## src/sv/led_strip_animation_engine_macros.svh

```systemverilog
// assertion macros shared by the animation engine rtl
`ifndef LED_STRIP_ANIMATION_ENGINE_MACROS_SVH
`define LED_STRIP_ANIMATION_ENGINE_MACROS_SVH

// same-cycle implication, disabled while reset is low
`define LSAE_ASSERT_NOW(label, clk, rst_n, ante, cons) \
    label: assert property (@(posedge clk) disable iff (!rst_n) (ante) |-> (cons)) \
        else $error("lsae same-cycle check failed");

// next-cycle implication, disabled while reset is low
`define LSAE_ASSERT_NEXT(label, clk, rst_n, ante, cons) \
    label: assert property (@(posedge clk) disable iff (!rst_n) (ante) |=> (cons)) \
        else $error("lsae next-cycle check failed");

`endif

```

## src/sv/lsae_pkg.sv

```systemverilog
// constants, types and tables for the led strip animation engine
package lsae_pkg;

    // strip geometry
    localparam int PIXEL_COUNT = 8;
    localparam int PIX_W       = (PIXEL_COUNT > 1) ? $clog2(PIXEL_COUNT) : 1;
    typedef logic [PIX_W-1:0] t_pix;

    // animation modes
    typedef enum logic [2:0] {
        MODE_FIXED   = 3'd0,
        MODE_WHEEL   = 3'd1,
        MODE_CHASE   = 3'd2,
        MODE_PULSE   = 3'd3,
        MODE_CANDY   = 3'd4,
        MODE_OCEAN   = 3'd5,
        MODE_AMBER   = 3'd6,
        MODE_OFF     = 3'd7
    } t_mode;

    // register indexes
    localparam logic [1:0] REG_MODE  = 2'd0;
    localparam logic [1:0] REG_RED   = 2'd1;
    localparam logic [1:0] REG_GREEN = 2'd2;
    localparam logic [1:0] REG_BLUE  = 2'd3;

    // register reset values
    localparam t_mode      MODE_RESET  = MODE_WHEEL;
    localparam logic [7:0] RED_RESET   = 8'd255;
    localparam logic [7:0] GREEN_RESET = 8'd90;
    localparam logic [7:0] BLUE_RESET  = 8'd0;

    // step intervals in ms
    localparam logic [8:0] INTERVAL_RAINBOW = 9'd24;
    localparam logic [8:0] INTERVAL_CHASE   = 9'd120;
    localparam logic [8:0] INTERVAL_BREATHE = 9'd28;
    localparam logic [8:0] INTERVAL_AMBER   = 9'd38;
    localparam logic [8:0] INTERVAL_ALT     = 9'd260;

    // breathe and amber bounce limits
    localparam logic [8:0] BREATHE_STEP = 9'd5;
    localparam logic [8:0] BREATHE_MAX  = 9'd255;
    localparam logic [7:0] BREATHE_MIN  = 8'd0;
    localparam logic [8:0] AMBER_STEP   = 9'd2;
    localparam logic [8:0] AMBER_MAX    = 9'd230;
    localparam logic [8:0] AMBER_MIN    = 9'd120;
    localparam logic [7:0] AMBER_RESET  = 8'd185;
    localparam logic [7:0] AMBER_GREEN_MUL = 8'd70;

    // color constants
    localparam logic [7:0] CHASE_LEVEL = 8'd180;
    localparam logic [7:0] WHEEL_THIRD = 8'd85;
    localparam logic [7:0] WHEEL_TWO_THIRDS = 8'd170;
    localparam logic [23:0] CANDY_EVEN = {8'd255, 8'd30,  8'd140};
    localparam logic [23:0] CANDY_ODD  = {8'd255, 8'd130, 8'd0};
    localparam logic [23:0] OCEAN_EVEN = {8'd0,   8'd90,  8'd255};
    localparam logic [23:0] OCEAN_ODD  = {8'd0,   8'd255, 8'd180};

    // per-pixel hue spacing, built at elaboration
    typedef logic [7:0] t_hue_table [PIXEL_COUNT];

    function automatic t_hue_table f_hue_table();
        t_hue_table tbl;
        for (int j = 0; j < PIXEL_COUNT; j++) begin
            tbl[j] = 8'((j * 256) / PIXEL_COUNT);
        end
        return tbl;
    endfunction

    localparam t_hue_table HUE_TABLE = f_hue_table();

endpackage

```

## src/sv/led_strip_animation_engine.sv

```systemverilog
// led strip animation engine: time words in, one frame of pixel words out per due step
//
// usage
//   input channel (i_valid / o_ready / i_time_ms) carries one word of millisecond time.
//   when the selected mode's interval has elapsed, or no step has happened since the
//   last mode write, the word causes one frame: PIXEL_COUNT pixel words on the output
//   channel (o_valid / i_ready), pixel 0 first, o_frame_last on the final pixel.
//   config port (i_cfg_we / i_cfg_index / i_cfg_data) writes the mode or one manual color
//   channel, chosen by index; write it only while no frame is pending. a mode write restarts timing.
//   a time word passes the input register and the frame sequencer, and its first pixel
//   word then loads into the output register. throughput: one pixel word per cycle while
//   the receiver does not stall; time words that cause no frame pass at one per cycle
//   while no frame is active. the next time word is taken in the cycle the last pixel
//   of the current frame loads into the output register, so frames run back to back.
//   reset: mode rainbow, manual color (255,90,0), no step taken yet.
//   receiver stall: the output register holds its word, the frame sequencer waits,
//   and the input register fills and then drops o_ready.
`include "led_strip_animation_engine_macros.svh"

module led_strip_animation_engine (
    input  logic        i_clk,
    input  logic        i_rst_n,
    input  logic        i_cfg_we,
    input  logic [1:0]  i_cfg_index,
    input  logic [7:0]  i_cfg_data,
    input  logic        i_valid,
    output logic        o_ready,
    input  logic [31:0] i_time_ms,
    output logic        o_valid,
    input  logic        i_ready,
    output logic [5:0]  o_pixel_index,
    output logic [7:0]  o_red,
    output logic [7:0]  o_green,
    output logic [7:0]  o_blue,
    output logic        o_frame_last
);

    // configuration registers
    lsae_pkg::t_mode r_mode;
    logic [7:0]      r_man_r, r_man_g, r_man_b;

    // input register
    logic            r_in_valid;
    logic [31:0]     r_in_time;

    // animation state
    logic [31:0]     r_last_time;
    logic            r_step_valid;
    logic [7:0]      r_rainbow_off;
    logic [1:0]      r_chase_off;
    logic [7:0]      r_breathe_lvl;
    logic            r_breathe_up;
    logic [7:0]      r_amber_lvl;
    logic            r_amber_up;
    logic            r_alt_phase;

    // frame sequencer
    logic            r_frm_active;
    lsae_pkg::t_mode r_f_mode;
    logic [7:0]      r_f_lvl;
    logic [1:0]      r_f_chase_off;
    logic            r_f_phase;
    lsae_pkg::t_pix  r_pix;
    logic [1:0]      r_chase_c;

    // output register
    logic            r_out_valid;
    logic [5:0]      r_out_pix;
    logic [7:0]      r_out_r, r_out_g, r_out_b;
    logic            r_out_last;

    // control
    logic            pix_last, out_load, frm_free, consume, timed, due, start;
    logic [31:0]     elapsed;
    logic [8:0]      interval;

    // next-state values
    logic [7:0]      n_breathe_lvl, n_amber_lvl, snap_lvl;
    logic            n_breathe_up, n_amber_up;
    logic [8:0]      breathe_sum, amber_sum;
    logic [1:0]      chase_init, n_chase_off, n_chase_c;

    // pixel color path
    logic [7:0]      hue, wheel_p, wheel_q, wheel_q3;
    logic [7:0]      pix_r, pix_g, pix_b;
    logic [7:0]      wr, wg, wb;
    logic [15:0]     amber_prod;
    logic [16:0]     amber_div;
    logic            chase_lit, use_even;

    // handshake and frame decision
    assign pix_last = (r_pix == lsae_pkg::t_pix'(lsae_pkg::PIXEL_COUNT - 1));
    assign out_load = r_frm_active && (!r_out_valid || i_ready);
    assign frm_free = !r_frm_active || (out_load && pix_last);
    assign consume  = r_in_valid && frm_free;
    assign o_ready  = !r_in_valid || consume;
    assign elapsed  = r_in_time - r_last_time;

    always_comb begin
        timed    = 1'b1;
        interval = lsae_pkg::INTERVAL_ALT;
        unique case (r_mode)
            lsae_pkg::MODE_WHEEL:   interval = lsae_pkg::INTERVAL_RAINBOW;
            lsae_pkg::MODE_CHASE:   interval = lsae_pkg::INTERVAL_CHASE;
            lsae_pkg::MODE_PULSE:   interval = lsae_pkg::INTERVAL_BREATHE;
            lsae_pkg::MODE_AMBER:   interval = lsae_pkg::INTERVAL_AMBER;
            lsae_pkg::MODE_CANDY,
            lsae_pkg::MODE_OCEAN:   interval = lsae_pkg::INTERVAL_ALT;
            default:                timed    = 1'b0;
        endcase
    end

    assign due   = !r_step_valid || (timed && (elapsed >= {23'd0, interval}));
    assign start = consume && due;

    // breathe bounce 0..255 by 5
    assign breathe_sum = {1'b0, r_breathe_lvl} + lsae_pkg::BREATHE_STEP;
    always_comb begin
        n_breathe_lvl = r_breathe_lvl;
        n_breathe_up  = r_breathe_up;
        if (r_breathe_up) begin
            if (breathe_sum >= lsae_pkg::BREATHE_MAX) begin
                n_breathe_lvl = lsae_pkg::BREATHE_MAX[7:0];
                n_breathe_up  = 1'b0;
            end else begin
                n_breathe_lvl = breathe_sum[7:0];
            end
        end else if ({1'b0, r_breathe_lvl} <= lsae_pkg::BREATHE_STEP) begin
            n_breathe_lvl = lsae_pkg::BREATHE_MIN;
            n_breathe_up  = 1'b1;
        end else begin
            n_breathe_lvl = r_breathe_lvl - lsae_pkg::BREATHE_STEP[7:0];
        end
    end

    // amber bounce 120..230 by 2
    assign amber_sum = {1'b0, r_amber_lvl} + lsae_pkg::AMBER_STEP;
    always_comb begin
        n_amber_lvl = r_amber_lvl;
        n_amber_up  = r_amber_up;
        if (r_amber_up) begin
            if (amber_sum >= lsae_pkg::AMBER_MAX) begin
                n_amber_lvl = lsae_pkg::AMBER_MAX[7:0];
                n_amber_up  = 1'b0;
            end else begin
                n_amber_lvl = amber_sum[7:0];
            end
        end else if ({1'b0, r_amber_lvl} <= (lsae_pkg::AMBER_MIN + lsae_pkg::AMBER_STEP)) begin
            n_amber_lvl = lsae_pkg::AMBER_MIN[7:0];
            n_amber_up  = 1'b1;
        end else begin
            n_amber_lvl = r_amber_lvl - lsae_pkg::AMBER_STEP[7:0];
        end
    end

    // chase offset counts 0,1,2; phase counter starts at (-offset) mod 3
    assign n_chase_off = (r_chase_off == 2'd2) ? 2'd0 : r_chase_off + 2'd1;
    assign chase_init  = (r_chase_off == 2'd0) ? 2'd0 : 2'd3 - r_chase_off;
    assign n_chase_c   = (r_chase_c == 2'd2) ? 2'd0 : r_chase_c + 2'd1;

    // level captured for the frame
    always_comb begin
        snap_lvl = r_rainbow_off;
        unique case (r_mode)
            lsae_pkg::MODE_PULSE:   snap_lvl = r_breathe_lvl;
            lsae_pkg::MODE_AMBER:   snap_lvl = r_amber_lvl;
            default:                snap_lvl = r_rainbow_off;
        endcase
    end

    // color wheel
    assign hue     = lsae_pkg::HUE_TABLE[r_pix] + r_f_lvl;
    assign wheel_p = 8'd255 - hue;
    always_comb begin
        if (wheel_p < lsae_pkg::WHEEL_THIRD) begin
            wheel_q = wheel_p;
        end else if (wheel_p < lsae_pkg::WHEEL_TWO_THIRDS) begin
            wheel_q = wheel_p - lsae_pkg::WHEEL_THIRD;
        end else begin
            wheel_q = wheel_p - lsae_pkg::WHEEL_TWO_THIRDS;
        end
        wheel_q3 = {wheel_q[6:0], 1'b0} + wheel_q;
        if (wheel_p < lsae_pkg::WHEEL_THIRD) begin
            wr = 8'd255 - wheel_q3; wg = 8'd0;             wb = wheel_q3;
        end else if (wheel_p < lsae_pkg::WHEEL_TWO_THIRDS) begin
            wr = 8'd0;              wg = wheel_q3;         wb = 8'd255 - wheel_q3;
        end else begin
            wr = wheel_q3;          wg = 8'd255 - wheel_q3; wb = 8'd0;
        end
    end

    // amber green = level * 70 / 255, divide by 255 via add-and-shift
    assign amber_prod = 16'(r_f_lvl) * 16'(lsae_pkg::AMBER_GREEN_MUL);
    assign amber_div  = 17'(amber_prod) + 17'd1 + 17'(amber_prod[15:8]);

    assign chase_lit = (r_chase_c == 2'd0) && (7'(r_pix) >= 7'(r_f_chase_off));
    assign use_even  = (r_pix[0] == 1'b0) != r_f_phase;

    // pixel color select
    always_comb begin
        pix_r = 8'd0;
        pix_g = 8'd0;
        pix_b = 8'd0;
        unique case (r_f_mode)
            lsae_pkg::MODE_FIXED: begin
                pix_r = r_man_r; pix_g = r_man_g; pix_b = r_man_b;
            end
            lsae_pkg::MODE_WHEEL: begin
                pix_r = wr; pix_g = wg; pix_b = wb;
            end
            lsae_pkg::MODE_CHASE: begin
                pix_g = chase_lit ? lsae_pkg::CHASE_LEVEL : 8'd0;
                pix_b = chase_lit ? lsae_pkg::CHASE_LEVEL : 8'd0;
            end
            lsae_pkg::MODE_PULSE: begin
                pix_r = r_f_lvl; pix_g = r_f_lvl; pix_b = r_f_lvl;
            end
            lsae_pkg::MODE_CANDY: begin
                {pix_r, pix_g, pix_b} = use_even ? lsae_pkg::CANDY_EVEN : lsae_pkg::CANDY_ODD;
            end
            lsae_pkg::MODE_OCEAN: begin
                {pix_r, pix_g, pix_b} = use_even ? lsae_pkg::OCEAN_EVEN : lsae_pkg::OCEAN_ODD;
            end
            lsae_pkg::MODE_AMBER: begin
                pix_r = r_f_lvl; pix_g = amber_div[15:8];
            end
            default: begin
                pix_r = 8'd0;
            end
        endcase
    end

    // control and state registers
    always_ff @(posedge i_clk) begin
        if (!i_rst_n) begin
            r_mode        <= lsae_pkg::MODE_RESET;
            r_in_valid    <= 1'b0;
            r_step_valid  <= 1'b0;
            r_last_time   <= 32'd0;
            r_rainbow_off <= 8'd0;
            r_chase_off   <= 2'd0;
            r_breathe_lvl <= lsae_pkg::BREATHE_MIN;
            r_breathe_up  <= 1'b1;
            r_amber_lvl   <= lsae_pkg::AMBER_RESET;
            r_amber_up    <= 1'b1;
            r_alt_phase   <= 1'b0;
            r_frm_active  <= 1'b0;
            r_pix         <= '0;
            r_chase_c     <= 2'd0;
            r_out_valid   <= 1'b0;
        end else begin
            // input register
            if (i_valid && o_ready) begin
                r_in_valid <= 1'b1;
            end else if (consume) begin
                r_in_valid <= 1'b0;
            end

            // frame start and animation step, else frame progress
            if (start) begin
                r_frm_active <= 1'b1;
                r_pix        <= '0;
                r_chase_c    <= chase_init;
                r_last_time  <= r_in_time;
                unique case (r_mode)
                    lsae_pkg::MODE_WHEEL:   r_rainbow_off <= r_rainbow_off + 8'd1;
                    lsae_pkg::MODE_CHASE:   r_chase_off   <= n_chase_off;
                    lsae_pkg::MODE_PULSE: begin
                        r_breathe_lvl <= n_breathe_lvl;
                        r_breathe_up  <= n_breathe_up;
                    end
                    lsae_pkg::MODE_CANDY,
                    lsae_pkg::MODE_OCEAN:   r_alt_phase <= !r_alt_phase;
                    lsae_pkg::MODE_AMBER: begin
                        r_amber_lvl <= n_amber_lvl;
                        r_amber_up  <= n_amber_up;
                    end
                    default: begin
                        r_alt_phase <= r_alt_phase;
                    end
                endcase
            end else if (out_load) begin
                r_pix     <= r_pix + lsae_pkg::t_pix'(1);
                r_chase_c <= n_chase_c;
                if (pix_last) begin
                    r_frm_active <= 1'b0;
                end
            end

            // mode write restarts timing, a frame start marks a step taken
            if (i_cfg_we && (i_cfg_index == lsae_pkg::REG_MODE)) begin
                r_mode       <= lsae_pkg::t_mode'(i_cfg_data[2:0]);
                r_step_valid <= 1'b0;
            end else if (start) begin
                r_step_valid <= 1'b1;
            end

            // output register
            if (out_load) begin
                r_out_valid <= 1'b1;
            end else if (i_ready) begin
                r_out_valid <= 1'b0;
            end
        end
    end

    // manual color registers
    always_ff @(posedge i_clk) begin
        if (!i_rst_n) begin
            r_man_r <= lsae_pkg::RED_RESET;
            r_man_g <= lsae_pkg::GREEN_RESET;
            r_man_b <= lsae_pkg::BLUE_RESET;
        end else if (i_cfg_we) begin
            unique case (i_cfg_index)
                lsae_pkg::REG_RED:   r_man_r <= i_cfg_data;
                lsae_pkg::REG_GREEN: r_man_g <= i_cfg_data;
                lsae_pkg::REG_BLUE:  r_man_b <= i_cfg_data;
                default:             r_man_r <= r_man_r;
            endcase
        end
    end

    // payload registers
    always_ff @(posedge i_clk) begin
        if (i_valid && o_ready) begin
            r_in_time <= i_time_ms;
        end
        if (start) begin
            r_f_mode      <= r_mode;
            r_f_lvl       <= snap_lvl;
            r_f_chase_off <= r_chase_off;
            r_f_phase     <= r_alt_phase;
        end
        if (out_load) begin
            r_out_pix  <= 6'(r_pix);
            r_out_r    <= pix_r;
            r_out_g    <= pix_g;
            r_out_b    <= pix_b;
            r_out_last <= pix_last;
        end
    end

    assign o_valid       = r_out_valid;
    assign o_pixel_index = r_out_pix;
    assign o_red         = r_out_r;
    assign o_green       = r_out_g;
    assign o_blue        = r_out_b;
    assign o_frame_last  = r_out_last;

    // checks
    `LSAE_ASSERT_NOW(a_last_on_final_pixel, i_clk, i_rst_n, o_valid && o_frame_last,
        o_pixel_index == 6'(lsae_pkg::PIXEL_COUNT - 1))
    `LSAE_ASSERT_NOW(a_input_waits_on_frame, i_clk, i_rst_n, r_in_valid && !o_ready,
        r_frm_active)
    `LSAE_ASSERT_NEXT(a_mode_write_restarts, i_clk, i_rst_n,
        i_cfg_we && (i_cfg_index == lsae_pkg::REG_MODE), !r_step_valid)

endmodule

```

## config.mk

```make
export PLATFORM = sky130hd
export DESIGN_NAME = led_strip_animation_engine
export DESIGN_NICKNAME = d
export VERILOG_FILES = /design/src/sv/lsae_pkg.sv /design/src/sv/led_strip_animation_engine.sv
export VERILOG_INCLUDE_DIRS = /design/src /design/src/sv
export SDC_FILE = /design/constraint.sdc
export NUM_CORES = 1
export LEC_CHECK = 0
export ABC_CLOCK_PERIOD_IN_PS = 11100
export BUFFER_PORTS_ARGS = -buffer_cell sky130_fd_sc_hd__buf_2
export CORE_MARGIN = 2
export CORE_UTILIZATION = 65
export CTS_BUF_LIST = sky130_fd_sc_hd__clkbuf_4 sky130_fd_sc_hd__clkbuf_8 sky130_fd_sc_hd__clkbuf_16
export DETAILED_ROUTE_END_ITERATION = 10
export PLACE_DENSITY = 0.85
export SYNTH_ARGS = -nofsm -noshare
export SYNTH_HDL_FRONTEND = slang
export SYNTH_SLANG_ARGS = --single-unit
```

## constraint.sdc

```tcl
create_clock -name i_clk -period 11.1 [get_ports i_clk]
set_input_delay 0.555 -clock i_clk [delete_from_list [all_inputs] [get_ports i_clk]]
set_output_delay 0.555 -clock i_clk [all_outputs]
set_load 0.005 [all_outputs]
```

==> Yosys cells after proc, flatten, opt, wreduce, memory -nomap -nowiden <==
Memories as Yosys holds them, arrays and structs flattened.
Index checks and enable logic that the tools add are counted.
Widths: inputs -> output; s select.
{ "totals": {"ff_bits": 171, "rom_bits": 64, "input_bits": 47, "word_cells": 161, "memories": 1} }
{ "classes": {"n_addsub": 18, "mul": 1, "order_cmp": 9, "eq_ne": 19, "muxes": 43, "n_bitwise": 3, "reduce_logical": 39} }
{ "mem_list": {"columns": ["name", "depth", "width", "rd", "rd_ports_with_merged_regs", "write_ports", "line_no", "text"], "rows": [
  ["(name not given)", 8, 8, 1, 0, 0, "led_strip_animation_engine.sv:172", "assign hue = lsae_pkg::HUE_TABLE[r_pix] + r_f_lvl;"]
]} }
{ "ops": {"columns": ["operator", "count"], "rows": [
  ["$mux 8", 17],
  ["$pmux 8 s7", 1],
  ["$pmux 8 s6", 1],
  ["$pmux 8 s5", 1],
  ["$pmux 9 s4", 1],
  ["$ge 32x9->1", 1],
  ["$mux 16", 2],
  ["$sub 32x32->32", 1],
  ["$eq 3x3->1 const B", 7],
  ["$ge 9x8->1 const B", 2],
  ["$reduce_and 2->1", 9],
  ["$add 15x1->16 const B", 1],
  ["$add 16x7->16", 1],
  ["$add 8x8->8", 2],
  ["$pmux 8 s2", 1],
  ["$sub 8x8->8 const A", 2],
  ["$mul 8x6->14 const B", 1],
  ["$mux 1", 14],
  ["$eq 3x2->1 const B", 4],
  ["$mux 2", 5],
  ["$add 8x2->9 const B", 1],
  ["$add 8x3->9 const B", 1],
  ["$add 8x1->8 const B", 1],
  ["$eq 2x2->1 const B", 4],
  ["26 further kinds", 51]
]} }

==> Depth between registers and ports, before layout <==
{ "logic_depth": {"ltp_word": 14, "mapped_depth": 23, "mapped_depth_nobuf": 21} }

==> Worst setup path before layout <==
No wires, ideal clock.
{ "synth_timing": {"path_type": "reg2reg", "start": "reg r_f_lvl[7]", "end": "reg r_out_g[6] (netlist: o_green[6]) (data pin)", "arrival_ns": 4.946, "t_required_ns": 10.825, "path_slack_ns": 5.879, "stages_incl_launch_ff": 23, "n_path_buf": 1, "period_less_slack_ns": 5.221, "path_cell_list": "edfxtp_1 > ha_1 > ha_1 > inv_1 > fa_1 > inv_1 > ha_1 > clkbuf_1 > nand3_1 > o211ai_1 > nor2_1 > xnor2_1 > ha_1 > nor2b_1 > a21oi_1 > nand3_1 > maj3_1 > maj3_1 > o221ai_1 > a21oi_1 > nand4_1 > xnor2_1 > o221ai_1"} }
{ "synth_via": {"elab_chain_cells": 10, "elab_cells_between_ends": 14, "cone_classes": "add/sub: 6; mul: 1; order compare: 2; mux: 5"} }
{ "synth_rtl": {"columns": ["element", "line_no", "text"], "rows": [
  ["start, declared", "led_strip_animation_engine.sv:60", "logic [7:0] r_f_lvl;"],
  ["start signal, assigned", "led_strip_animation_engine.sv:330", "r_f_lvl <= snap_lvl;"],
  ["$add 8x8->8", "led_strip_animation_engine.sv:172", null],
  ["$sub 8x8->8", "led_strip_animation_engine.sv:173", "assign wheel_p = 8'd255 - hue;"],
  ["$lt 8x8->1", "led_strip_animation_engine.sv:177, led_strip_animation_engine.sv:185", null],
  ["$mux 8", "led_strip_animation_engine.sv:177", "end else if (wheel_p < lsae_pkg::WHEEL_TWO_THIRDS) begin"],
  ["$mux 8", "led_strip_animation_engine.sv:175", "if (wheel_p < lsae_pkg::WHEEL_THIRD) begin"],
  ["$add 8x8->8", "led_strip_animation_engine.sv:182", "wheel_q3 = {wheel_q[6:0], 1'b0} + wheel_q;"],
  ["$sub 8x8->8", "led_strip_animation_engine.sv:188", "wr = wheel_q3; wg = 8'd255 - wheel_q3; wb = 8'd0;"],
  ["$mux 8", "led_strip_animation_engine.sv:185", "end else if (wheel_p < lsae_pkg::WHEEL_TWO_THIRDS) begin"],
  ["$mux 8", "led_strip_animation_engine.sv:183", "if (wheel_p < lsae_pkg::WHEEL_THIRD) begin"],
  ["$pmux 8 s7 *", "led_strip_animation_engine.sv:204", "unique case (r_f_mode)"],
  ["named net pix_g[6]", "led_strip_animation_engine.sv:85", "logic [7:0] pix_r, pix_g, pix_b;"],
  ["end signal, assigned", "led_strip_animation_engine.sv:337", "r_out_g <= pix_g;"],
  ["end, declared", "led_strip_animation_engine.sv:69", "logic [7:0] r_out_r, r_out_g, r_out_b;"]
]} }
The timed path passes the listed nets; every way through them passes the cells marked *.
A chain may end at the register's enable or synchronous reset.

==> Final worst setup path <==
{ "layout_timing": {"start": "reg r_f_lvl[5]", "end": "reg r_out_b[7] (netlist: o_blue[7]) (data pin)"} }
{ "layout_via": {"elab_chain_cells": 10, "elab_cells_between_ends": 13, "cone_classes": "add/sub: 6; order compare: 2; mux: 5"} }
{ "layout_rtl": {"columns": ["element", "line_no", "text"], "rows": [
  ["$add 8x8->8 *", "led_strip_animation_engine.sv:172", null],
  ["$sub 8x8->8 *", "led_strip_animation_engine.sv:173", null],
  ["$sub 8x8->8, or another cell as far along", "led_strip_animation_engine.sv:180", "wheel_q = wheel_p - lsae_pkg::WHEEL_TWO_THIRDS;"],
  ["$mux 8", "led_strip_animation_engine.sv:177", null],
  ["$mux 8", "led_strip_animation_engine.sv:175", null],
  ["$add 8x8->8", "led_strip_animation_engine.sv:182", null],
  ["$sub 8x8->8", "led_strip_animation_engine.sv:186", "wr = 8'd0; wg = wheel_q3; wb = 8'd255 - wheel_q3;"],
  ["$mux 8", "led_strip_animation_engine.sv:185", null],
  ["$mux 8 *", "led_strip_animation_engine.sv:183", null],
  ["$pmux 8 s6 *", "led_strip_animation_engine.sv:204", null],
  ["named net pix_b[7]", "led_strip_animation_engine.sv:85", null],
  ["end signal, assigned", "led_strip_animation_engine.sv:338", "r_out_b <= pix_b;"],
  ["end, declared", "led_strip_animation_engine.sv:69", null]
]} }
Marked as above.

==> results.toml <==
[cells_and_area]
multiInputGateArea_um2 = 7360
syn2layout_area_growth_pct = 8.00
n_fill_cell = 1461
regArea_um2 = 4160
layout-drive-gt1-share_pct = 10.0
postLayoutCoreUtil_pct = 71.2
diodes = 0
nets = 1613
final_cell_area_um2 = 13200

[clock_network]
ctsHoldBuffers = 0
post_cts_resized = 0
cts_buffers = 17
cts_sinks = 171
cts_tree = "built"
ctsHtreeMaxLevel = 4
cts_setup_buffers = 0
clock_latency_ns = 0.45
root_buffer = "clkbuf_16"
clock_path_buffers = 2
path_clk_slew_ns = 0.08

[yosys]
yosysWarnings = 0
ys_seq_area_share_pct = 34.0
yosys_most_used_dff = "dfxtp_1"
synthTopCellsByArea = "edfxtp_1 (18%), dfxtp_1 (16%), ha_1 (9.9%), a21oi_1 (5.4%), nand2_1 (3.8%)"
synthArstFlopShare_pct = 0
yosys.area.top_type = "edfxtp_1"
synth_area_um2 = 12300
synth_top_area_share_pct = 18.1
synth_edf_count = 74
synth-seq-cells = 171
ys_types = 87
syn_inst = 1445
synth_area_per_cell_um2 = 8.48

[grt]
grt_pass1_vias = 10406
grt_usage_pct = 32.5
grt_pass1_wl_mm = 52.4
grt.overflow.total = 0
antenna_found_initial = 0
grt_start_max_net_pins = 67

[status]
status = "complete, no violations"

[timing]
fin_crit_sh_pct = 52.1
maxSlewHeadroom_pct = 23.5
slew_viol_final = 0
fin_skew_ns = 0.0182
setup_violations = 0
fin_tns_setup_ns = 0
rsz0062_at_grt = "no"
min_period_ns = 5.78
tightest_slew_ns = 1.15
finalWorstSetupSlack_ns = 5.32
fmax_mhz = 173
finalHoldViolations = 0

[worst_setup_path]
path_common_cell = "inv_1"
r2r-end = "o_blue[7]$_DFFE_PP_"
cp-start-kind = "flop"
crit_type = "reg -> reg"
ff2ff_setup_slack_ns = 5.32
cp-end-kind = "flop"
arrival_ns = 5.94
crit_family = "compound AO/OA/AOI/OAI gates"
reg2reg_from = "r_f_lvl[5]$_DFFE_PN_"
slowest_delay_ns = 0.51
critPathRequiredTime_ns = 11.26
crit_chain = "inv_1 > ha_1 > o21a_1 > nor3_1 > o22ai_1 > inv_1 > nor2_1 > a221oi_1 > inv_1 > fa_1 > inv_1 > a21oi_1 > o21bai_1 > inv_1 > nor2_1 > a211oi_1 > o21bai_1 > xor2_1 > mux2i_1 > o221ai_1"
crit_slowest_cell = "inv_1"
critPathBufInv = 5
rr_worst_depth = 20
crit_fanout = 15

[min_path]
worstHoldEndpoint = "r_in_time[10]$_DFFE_PP_"
hold_start = "i_time_ms[10]"
worstHoldPathCells = 1
min_path_type = "in -> reg"

[pwr]
power_frac_seq_pct = 37.3
p_clk_share_pct = 33.0
powerDensity_nw_per_um2 = 145
p_leak_nw = 5.24
p_sw_w = 0.000640
ir_worst_vdd_uv = 108
comb_power_share_pct = 29.7
switching_share_pct = 33.4
total_power_w = 0.00192
p_int_w = 0.00128

[detailed_routing]
viasPerCell = 6.50
drc_errors = 0
wire_per_inst_um = 19.0
drtPass1Iterations = 6
via_count = 11110
first_iter_violations = 1260
finalWirelength_mm = 32.5
antenna_left = 0

[floorplanning]
core_um2 = 18600
die_area_um2 = 20000
num_io_pins = 80
start_util_pct = 65.9
die_x_um = 141
die_y_um = 141
num_rows = 50

[placement]
routabilityCongestion = 0.959
dpl.hpwl_mm = 24.0
io_buffer_count = 76
pre_cts_ws_ns = 5.42
dpl_cell_area_um2 = 12600

[run]
maxCapViolCount = 0
==> final cells by class <==
class / instances / area share (%)
clock buffers: 17 / 3.22
repair buffers: 83 / 3.27
well taps: 234 / 2.21
flip-flops and latches: 171 / 31.5
clock inverters: 15 / 1.42
inverters: 99 / 2.81
multi-input cells: 1091 / 55.6
==> power groups by stage <==
stage	Sequential, W	Clock, W	Combinational (W)
finish	0.000715	0.000633	0.000568
global route	0.000718	0.000661	0.000625
CTS	0.000714	0.000637	0.000561
detailed placement	0.000728	0	0.000555
global placement	0.000727	0	0.000542
floorplan	0.000721	0	0.000422
==> cells in the mapped netlist (6+ instances only) <==
cell      count
and3_1       15
nor2b_1      14
clkbuf_1     66
nand2_1     123
edfxtp_1     74
or4_1         7
nand3_1      78
buf_6         6
or3_1         9
xnor2_1      36
o211ai_1     15
nand2b_1     22
nand4_1      14
o21bai_1     14
o22ai_1      20
fa_1          6
a21oi_1     132
inv_1        97
o21a_1       12
or2_2         8
nor3_1       36
dfxtp_1      97
mux2i_1      31
and2_1        6
o31ai_1      11
a211oi_1     20
nor2_1       83
xor2_1       20
a31oi_1      16
ha_1         97
buf_2         6
a22oi_1      18
a21o_1       15
o21ai_1       6
o221ai_1     12
nor3b_1       6
o21ai_0      84
==> sequential cells by signal (all words and copies together) (netlist names), 2 cells and up <==
name and flops:
r_in_time 32, r_last_time 32, o_blue 8, o_green 8, o_red 8, r_amber_lvl 8, r_breathe_lvl 8, r_f_lvl 8
r_man_b 8, r_man_g 8, r_man_r 8, r_rainbow_off 8, o_pixel_index 3, r_f_mode 3, r_mode 3, r_pix 3
r_chase_c 2, r_chase_off 2, r_f_chase_off 2
==> worst reg2reg max path, delay by kind of cell (launching register included) <==
kind	cells	cell delay, ns
muxes	1	0.25
adders and majority gates	2	0.90
AOI/OAI and AO/OA	8	1.76
xor gates and xnor gates	1	0.40
DFF	1	0.48
and+or+nand+nor	3	0.83
buffers and inverters	5	0.90
==> per-stage QoR <==
step                      cells  hold slack [ns]
after detailed placement   1678            0.441
after floorplan            1447            0.406
after global routing       1710            0.267
after global placement     1678            0.427
after CTS                  1710            0.267
final                      1710            0.273
==> routing by layer <==
metal | part of all wire (%) | GRT usage, %
met5 | 0 | 0
met4 | 3.1 | 12.3
met3 | 6.8 | 4.45
met2 | 49 | 56.0
met1 | 41 | 41.8
==> how the worst max path moves through the flow <==
stage                           endpoint  cells past startpoint            startpoint  slack [ns]
floorplan           o_green[6]$_DFFE_PP_                     22  r_f_lvl[7]$_DFFE_PN_        5.88
global placement     o_blue[7]$_DFFE_PP_                     20  r_f_lvl[5]$_DFFE_PN_        5.72
detailed placement   o_blue[7]$_DFFE_PP_                     20  r_f_lvl[5]$_DFFE_PN_        5.42
CTS                  o_blue[7]$_DFFE_PP_                     20  r_f_lvl[5]$_DFFE_PN_        5.41
global route         o_blue[7]$_DFFE_PP_                     20  r_f_lvl[5]$_DFFE_PN_        4.74
finish               o_blue[7]$_DFFE_PP_                     20  r_f_lvl[5]$_DFFE_PN_        5.32
==> logic make-up (layout without fill, tap and decap cells) <==
kind of cell / count (synthesis) / after routing / share of synthesized area, %
AND/OR/NAND/NOR: 446 / 446 / 18.0
AO/OA/AOI/OAI: 445 / 445 / 23.8
buffers and inverters: 185 / 214 / 6.22
flip-flops: 171 / 171 / 34.0
adder cells (fa/ha/maj): 108 / 108 / 11.3
XOR/XNOR: 56 / 56 / 4.00
multiplexers: 33 / 33 / 2.72
other: 1 / 3 / 0.0306
==> cell usage in the layout (no fill, tap or decap), drive strengths merged, types with 21 or more instances in the layout <==
cell type and instances:
a211oi 21, a21oi 134, buf 83, dfxtp 97, edfxtp 74, ha 97
inv 105, mux2i 31, nand2 124, nand2b 22, nand3 79, nor2 83
nor3 36, o21ai 91, xnor2 36
(Power assumes the default switching activity.)
